`config.mk`:
```
export PLATFORM = sky130hd
export DESIGN_NAME = cv3_outq_flat
export DESIGN_NICKNAME = d
export VERILOG_FILES = /design/src/hw/rtl/cv3_pkg.sv /design/src/hw/rtl/cv3_res_if.sv /design/src/hw/rtl/cv3_outq.sv /design/src/flat_wrapper.sv
export SDC_FILE = /design/constraint.sdc
export NUM_CORES = 1
export LEC_CHECK = 0
export BUFFER_PORTS_ARGS = -buffer_cell sky130_fd_sc_hd__buf_2
export CORE_MARGIN = 3
export CORE_UTILIZATION = 61
export CTS_BUF_LIST = sky130_fd_sc_hd__clkbuf_8
export CTS_CLUSTER_DIAMETER = 30
export DETAILED_ROUTE_END_ITERATION = 6
export GPL_TIMING_DRIVEN = 0
export PLACE_DENSITY = 0.83
export SYNTH_ARGS = -nofsm -noshare
export SYNTH_HDL_FRONTEND = slang
export SYNTH_SLANG_ARGS = --single-unit
```
`constraint.sdc`:
```
create_clock -name clk_i -period 7.7 [get_ports clk_i]
set_clock_uncertainty 0.2 [all_clocks]
set_input_delay 1.54 -clock clk_i [delete_from_list [all_inputs] [get_ports clk_i]]
set_output_delay 1.54 -clock clk_i [all_outputs]
set_load 0.01 [all_outputs]
```
`src/hw/rtl/cv3_pkg.sv`:
```
// ----------------------------------------------------------------------------
// cv3_pkg
// Shared types and constants of the 3x3 convolution block: field widths,
// configuration register indexes, result codes and the structs passed
// between the line-buffer front end, the multiply-add unit and the queue.
// ----------------------------------------------------------------------------
`default_nettype none

package cv3_pkg;

  // fixed widths of the ports and of the configuration registers
  localparam int unsigned PIX_IN_W  = 16;
  localparam int unsigned FILT_W    = 36;
  localparam int unsigned ROW_W     = 16;
  localparam int unsigned OUT_COL_W = 12;
  localparam int unsigned CFG_W     = 48;
  localparam int unsigned CFG_IDX_W = 3;
  localparam int unsigned KREG_W    = 48;
  localparam int unsigned WREG_W    = 13;
  localparam int unsigned HREG_W    = 16;

  // results one item can cause at most
  localparam int unsigned NRES   = 4;
  localparam int unsigned NRES_W = 3;

  // configuration register indexes
  typedef enum logic [CFG_IDX_W-1:0] {
    REG_WIDTH  = 3'd0,
    REG_HEIGHT = 3'd1,
    REG_KTOP   = 3'd2,
    REG_KMID   = 3'd3,
    REG_KBOT   = 3'd4
  } cfg_reg_e;

  // result slots of one item, in delivery order
  localparam int unsigned RES_UP_MID    = 0;  // row above, previous column
  localparam int unsigned RES_UP_EDGE   = 1;  // row above, right border
  localparam int unsigned RES_LAST_MID  = 2;  // last row, previous column
  localparam int unsigned RES_LAST_EDGE = 3;  // last row, right border

  // work handed from the window stage to the multiply-add unit
  typedef struct packed {
    logic [NRES-1:0]      mask;
    logic [ROW_W-1:0]     row;
    logic [OUT_COL_W-1:0] col;
  } job_t;

  // one finished result
  typedef struct packed {
    logic signed [FILT_W-1:0] filtered;
    logic [ROW_W-1:0]         out_row;
    logic [OUT_COL_W-1:0]     out_col;
    logic                     frame_done;
  } res_t;

endpackage

`default_nettype wire

```
`src/hw/rtl/cv3_res_if.sv`:
```
// ----------------------------------------------------------------------------
// cv3_res_if
// Valid/ready channel that carries one filtered result per item.
// ----------------------------------------------------------------------------
`default_nettype none

interface cv3_res_if;
  logic                                valid;
  logic                                ready;
  logic signed [cv3_pkg::FILT_W-1:0]   filtered;
  logic [cv3_pkg::ROW_W-1:0]           out_row;
  logic [cv3_pkg::OUT_COL_W-1:0]       out_col;
  logic                                frame_done;

  modport source (output valid, output filtered, output out_row, output out_col,
                  output frame_done, input ready);
  modport sink   (input valid, input filtered, input out_row, input out_col,
                  input frame_done, output ready);
endinterface

`default_nettype wire

```
`src/hw/rtl/cv3_outq.sv`:
```
// ----------------------------------------------------------------------------
// cv3_outq
// Output queue of finished results with a credit count: every accepted item
// reserves its results, so the arithmetic pipeline never has to stall.
// ----------------------------------------------------------------------------
`default_nettype none

module cv3_outq #(
  parameter int unsigned DEPTH = 16
) (
  input  wire logic                        clk_i,
  input  wire logic                        rst_ni,
  input  wire logic                        reserve_i,
  input  wire logic [cv3_pkg::NRES_W-1:0]  nres_i,
  input  wire logic                        push_i,
  input  wire cv3_pkg::res_t               push_data_i,
  output      logic                        room_o,
  cv3_res_if.source                        out_o
);

  localparam int unsigned AW = $clog2(DEPTH);
  localparam int unsigned CW = AW + 1;

  cv3_pkg::res_t   fifo_q [DEPTH];
  logic [AW-1:0]   wr_ptr_q, rd_ptr_q;
  logic [CW-1:0]   cnt_q, used_q;
  logic            pop;
  cv3_pkg::res_t   head;

  assign pop    = out_o.valid && out_o.ready;
  assign room_o = (used_q <= CW'(DEPTH - cv3_pkg::NRES));

  // pointers, fill level and reserved slots
  always_ff @(posedge clk_i or negedge rst_ni) begin
    if (!rst_ni) begin
      wr_ptr_q <= '0;
      rd_ptr_q <= '0;
      cnt_q    <= '0;
      used_q   <= '0;
    end else begin
      if (push_i) begin
        wr_ptr_q <= (wr_ptr_q == AW'(DEPTH - 1)) ? '0 : wr_ptr_q + AW'(1);
      end
      if (pop) begin
        rd_ptr_q <= (rd_ptr_q == AW'(DEPTH - 1)) ? '0 : rd_ptr_q + AW'(1);
      end
      cnt_q  <= cnt_q + CW'(push_i) - CW'(pop);
      used_q <= used_q + (reserve_i ? CW'(nres_i) : CW'(0)) - CW'(pop);
    end
  end

  // entry storage
  always_ff @(posedge clk_i) begin
    if (push_i) begin
      fifo_q[wr_ptr_q] <= push_data_i;
    end
  end

  assign head             = fifo_q[rd_ptr_q];
  assign out_o.valid      = (cnt_q != '0);
  assign out_o.filtered   = head.filtered;
  assign out_o.out_row    = head.out_row;
  assign out_o.out_col    = head.out_col;
  assign out_o.frame_done = head.frame_done;

endmodule

`default_nettype wire

```
`src/flat_wrapper.sv`:
```
// flat-port wrapper written by rule: the top's interface ports become plain ports
module cv3_outq_flat 
#(
  parameter int unsigned DEPTH = 16
)
  (clk_i, rst_ni, reserve_i, nres_i, push_i, push_data_i, room_o, out_o_valid, out_o_filtered, out_o_out_row, out_o_out_col, out_o_frame_done, out_o_ready);
  cv3_res_if out_o_i ();
  input  wire logic clk_i;
  input  wire logic rst_ni;
  input  wire logic reserve_i;
  input  wire logic [cv3_pkg::NRES_W-1:0] nres_i;
  input  wire logic push_i;
  input  wire cv3_pkg::res_t push_data_i;
  output      logic room_o;
  output wire logic [$bits(out_o_i.valid)-1:0] out_o_valid;
  output wire logic [$bits(out_o_i.filtered)-1:0] out_o_filtered;
  output wire logic [$bits(out_o_i.out_row)-1:0] out_o_out_row;
  output wire logic [$bits(out_o_i.out_col)-1:0] out_o_out_col;
  output wire logic [$bits(out_o_i.frame_done)-1:0] out_o_frame_done;
  input wire logic [$bits(out_o_i.ready)-1:0] out_o_ready;
  assign out_o_valid = out_o_i.valid;
  assign out_o_filtered = out_o_i.filtered;
  assign out_o_out_row = out_o_i.out_row;
  assign out_o_out_col = out_o_i.out_col;
  assign out_o_frame_done = out_o_i.frame_done;
  assign out_o_i.ready = out_o_ready;
  cv3_outq #(.DEPTH(DEPTH)) u_core (.clk_i(clk_i), .rst_ni(rst_ni), .reserve_i(reserve_i), .nres_i(nres_i), .push_i(push_i), .push_data_i(push_data_i), .room_o(room_o), .out_o(out_o_i));
endmodule
```
After elaboration in Yosys (flattened, before gate mapping) --
Memories as Yosys holds them, arrays and structs flattened. Index checks and enable logic that the tools add are counted.
Word-level totals: flip-flop bits (word level) 18, latch bits 0, logic and storage cells 21, memory bits (read-only) 0, bits in writable memories 1040, memories kept 1, output and inout bits 67
Memory list:
- u_core.fifo_q | depth 16, bits a word 65, read ports 1, clocked after memory_dff 0, write ports 1, line cv3_outq.sv:24 | cv3_pkg::res_t fifo_q [DEPTH];
Cells by class: shift-type cells 0, multiplexer cells 5, $mul 0, $add $sub $neg 6, divide/modulo/power cells 0, bitwise operators 0, order comparisons 1, reductions and logical operators 2, eq/ne operators 2
Operators by type and width (count):
- 5-bit by 1-bit subtractor with 5-bit output | 2
- 4-bit by 1-bit adder with 4-bit output, second input constant | 2
- 4-bit equality test, second input constant | 2
- 4-bit two-way mux | 2
- 5-bit by 1-bit adder with 5-bit output | 1
- 5-bit adder | 1
- 5-bit by 4-bit less-or-equal comparator with 1-bit output, second input constant | 1
- 5-bit nonzero test | 1
- 3-bit two-way mux | 1
- 1-bit two-way mux | 2
- 1-bit logical AND | 1

Longest topological paths before layout --
word-level depth 3, mapped depth 14

Worst setup path before layout --
Ideal clock, no wire load.
path kind input -> register, start input push_i, end memory u_core.fifo_q[3][0] in the netlist's numbering, enable pin, library setup time 568 ps, cell stages on the path 2, required time 6932 ps, arrival time 6075 ps, setup slack 858 ps, path buffers 0, path through nand2_1 > nor3_1
On the way: word-level cells in the longest chain between the ends 2
Ends and longest elaborated chain:
- start, declared | line flat_wrapper.sv:12 | input wire logic push_i;
- 1-bit two-way mux | line cv3_outq.sv:54 | if (push_i) begin
- 1-bit two-way mux (implied by the code) | line cv3_outq.sv:55 | fifo_q[wr_ptr_q] <= push_data_i;
- end, declared | line cv3_outq.sv:24
No other way between the ends.

Worst setup path in the final report --
start register u_core.rd_ptr_q[1], end output out_o_frame_done
On the way: word-level cells in the longest chain between the ends 1
Ends and longest elaborated chain:
- start, declared | line cv3_outq.sv:25 | logic [AW-1:0] wr_ptr_q, rd_ptr_q;
- start signal, assigned | line cv3_outq.sv:45 | rd_ptr_q <= (rd_ptr_q == AW'(DEPTH - 1)) ? '0 : rd_ptr_q + AW'(1);
- memory read 16 x 65 bit
- end, declared | line flat_wrapper.sv:19 | output wire logic [$bits(out_o_i.frame_done)-1:0] out_o_frame_done;
No other way between the ends.

==> impl_metrics.tcl <==
set metrics [dict create \
    rsz0062_at_grt "no" \
    design.portCount 140 \
    start_kind "register" \
    ys_warn_count 0 \
    drive_gt1_frac 0.275 \
    cts_setup_buffers 0 \
    via_per_inst 6.46 \
    fillerInstances 3813 \
    cts_resized 0 \
    fin_crit_ps 5300 \
    layout_common_cells "edfxtp_1, mux2i_1, clkbuf_8" \
    layout_commonest_cell "edfxtp_1" \
    drt_iter0_drc 2607 \
    crit_path_frequent_cell "buf_2" \
    die_y_um 266 \
    antenna_found_initial 12 \
    finalCoreUtilization 0.715 \
    cts_max_level 4 \
    crit_fanout 10 \
    routed_wl_um 93100 \
    critPathKind "reg -> out" \
    worstMarginPinSlew_ps 1020 \
    syn_inst 1999 \
    powerDensity_mw_per_mm2 369 \
    io_buffers 139 \
    vias 21700 \
    gp_congestion 0.775 \
    wl_per_cell_um 27.7 \
    syn_avg_cell_area_um2 20.6 \
    slew_headroom 0.321 \
    cts.reportedPaths.clkPinSlew_ps 60 \
    setup_viol 0 \
    fmax_mhz 189 \
    track_usage 0.267 \
    synth_nets 2093 \
    multi_input_area_mm2 0.00882 \
    slew_violations 0 \
    crit_path_top_delay_cell "buf_1" \
    num_rows 94 \
    cp_cell_sequence "buf_6 > buf_2 > buf_1 > mux4_2 > a22oi_1 > nand2_1 > buf_2" \
    grt_pass1_vias 22700 \
    insertion_delay_ps 820 \
    core_area_mm2 0.0663 \
    hold_viol_final 0 \
    grt_pass1_wl_um 139000 \
    irDropWorstVdd_v 0.000206 \
    grt_max_degree 28 \
    drc 0 \
    slowest_delay_ps 810 \
    ys_seq_area_frac 0.769 \
    regArea_mm2 0.0317 \
    dr.pass1.iters 5 \
    die_w_um 266 \
    leakage_nw 16.3 \
    endpoint_kind "output port" \
    ant_nets 0 \
    cts-root-buf "clkbuf_8" \
    cp_data_required_time_ps 5960 \
    start_util 0.621 \
    dp.final_hpwl_um 58900 \
    maxCapViolCount 0 \
    areaGrowthSynthToFinish_pct 15.0 \
    final_area_mm2 0.0474 \
    numClockSinks 1058 \
    dieArea_mm2 0.0707 \
    hold_class "reg -> reg" \
    cp.arrival_ps 3560 \
    placed_cell_area_mm2 0.0440 \
    holdWs_ps 400 \
    finalCritPeriodShare 0.689 \
    synth-seq-cells 1058 \
    numCtsBuffers 174 \
    status "complete, no violations" \
    clk_path_buf_depth 3 \
    nNetsFinal 2456 \
    grt_overflow 0 \
    netlist_area_mm2 0.0412 \
    cts_tree "yes" \
    synth.distinct_cells 34 \
    ctsHoldBuffers 0 \
    total_power_mw 17.5 \
]
-- logic make-up (layout without fill, tap and decap cells) --
kind of cell / count (synthesis) / in the layout / share of synthesized area
xor gates and xnor gates: 10 / 10 / 0.00212
DFF: 1058 / 1058 / 0.769
other: 0 / 8 / 0
buffers and inverters: 136 / 628 / 0.0202
muxes: 391 / 391 / 0.134
AOI/OAI and AO/OA: 277 / 277 / 0.0575
adders and majority gates: 21 / 21 / 0.00674
and+or+nand+nor: 106 / 106 / 0.0104
-- synthesized netlist by cell type, drive strengths merged --
cell type / instances / area (um2)
edfxtp: 1040 / 31200
mux2i: 260 / 2600
a221oi: 130 / 1450
mux4: 130 / 2930
buf: 79 / 616
nand2: 76 / 285
o21ai: 69 / 345
a22oi: 66 / 495
clkbuf: 33 / 128
inv: 24 / 90.1
ha: 19 / 238
dfrtp: 18 / 450
nor2: 17 / 63.8
xnor2: 8 / 70.1
a21oi: 5 / 25.0
nand2b: 5 / 31.3
a21o: 4 / 30.0
and2: 2 / 12.5
fa: 2 / 40.0
nand3: 2 / 10.0
nor3: 2 / 10.0
xor2: 2 / 17.5
a311oi: 1 / 8.76
a31oi: 1 / 6.26
mux2: 1 / 11.3
nor2b: 1 / 6.26
o41ai: 1 / 8.76
or4b: 1 / 10.0
-- per-stage QoR --
stage               setup WS [ps]  TNS [ps]  std cells
finish                       2400         0       3363
global route                 2310         0       3359
CTS                          2440         0       3355
detailed placement           3370         0       3050
global placement            -3670   -623090       3002
floorplan                     858         0       1999
-- final timing paths --
path                                     from            endpoint  slack [ps]  depth (start not counted)
hold / removal                u_core.cnt_q[4]     u_core.cnt_q[4]         400                          2
max in group asynchronous              rst_ni  u_core.rd_ptr_q[3]        6460                          1
setup / recovery           u_core.rd_ptr_q[1]    out_o_frame_done        2400                          7
min in group asynchronous              rst_ni     u_core.cnt_q[1]         480                          1
setup reg to reg              u_core.cnt_q[2]    u_core.used_q[4]        4390                         14
hold reg to reg               u_core.cnt_q[4]     u_core.cnt_q[4]         400                          2
-- worst max-delay path: cells and delay by family, from the launching register on --
kind	cells	cell delay, ps
buffers and inverters	4	1510
multiplexers	1	430
AO/OA/AOI/OAI	1	200
AND/OR/NAND/NOR	1	180
flip-flops	1	420
-- registers in the layout, indices dropped and copies added (netlist names) --
| signal | flops |
|---|---|
| u_core.wr_ptr_q | 4 |
| u_core.rd_ptr_q | 4 |
| u_core.cnt_q | 5 |
| u_core.fifo_q | 1040 |
| u_core.used_q | 5 |
-- area by class of cell --
| class | instances | area share |
|---|---|---|
| flip-flops and latches | 1058 | 0.668 |
| multi-input cells | 805 | 0.186 |
| clock buffers | 175 | 0.0508 |
| repair buffers | 187 | 0.0336 |
| well taps | 864 | 0.0228 |
| clock inverters | 130 | 0.0202 |
| plain buffers | 112 | 0.0157 |
| inverters | 24 | 0.00190 |
| diodes | 8 | 0.000422 |
-- routing by layer --
metal  GRT usage  share of wire  vias up
met3      0.0598          0.091      194
met1       0.348           0.37    11100
met2       0.451           0.51     1252
li1            -              -     9112
met4      0.0972          0.026        6
met5           0        0.00034        -
-- where the power goes --
group	internal [mW]	switching, mW	total [mW]
sequential	6.91	0.154	7.06
combinational	2.23	3.46	5.69
clock	2.54	2.21	4.76
Power figures use the tool's default switching activity.
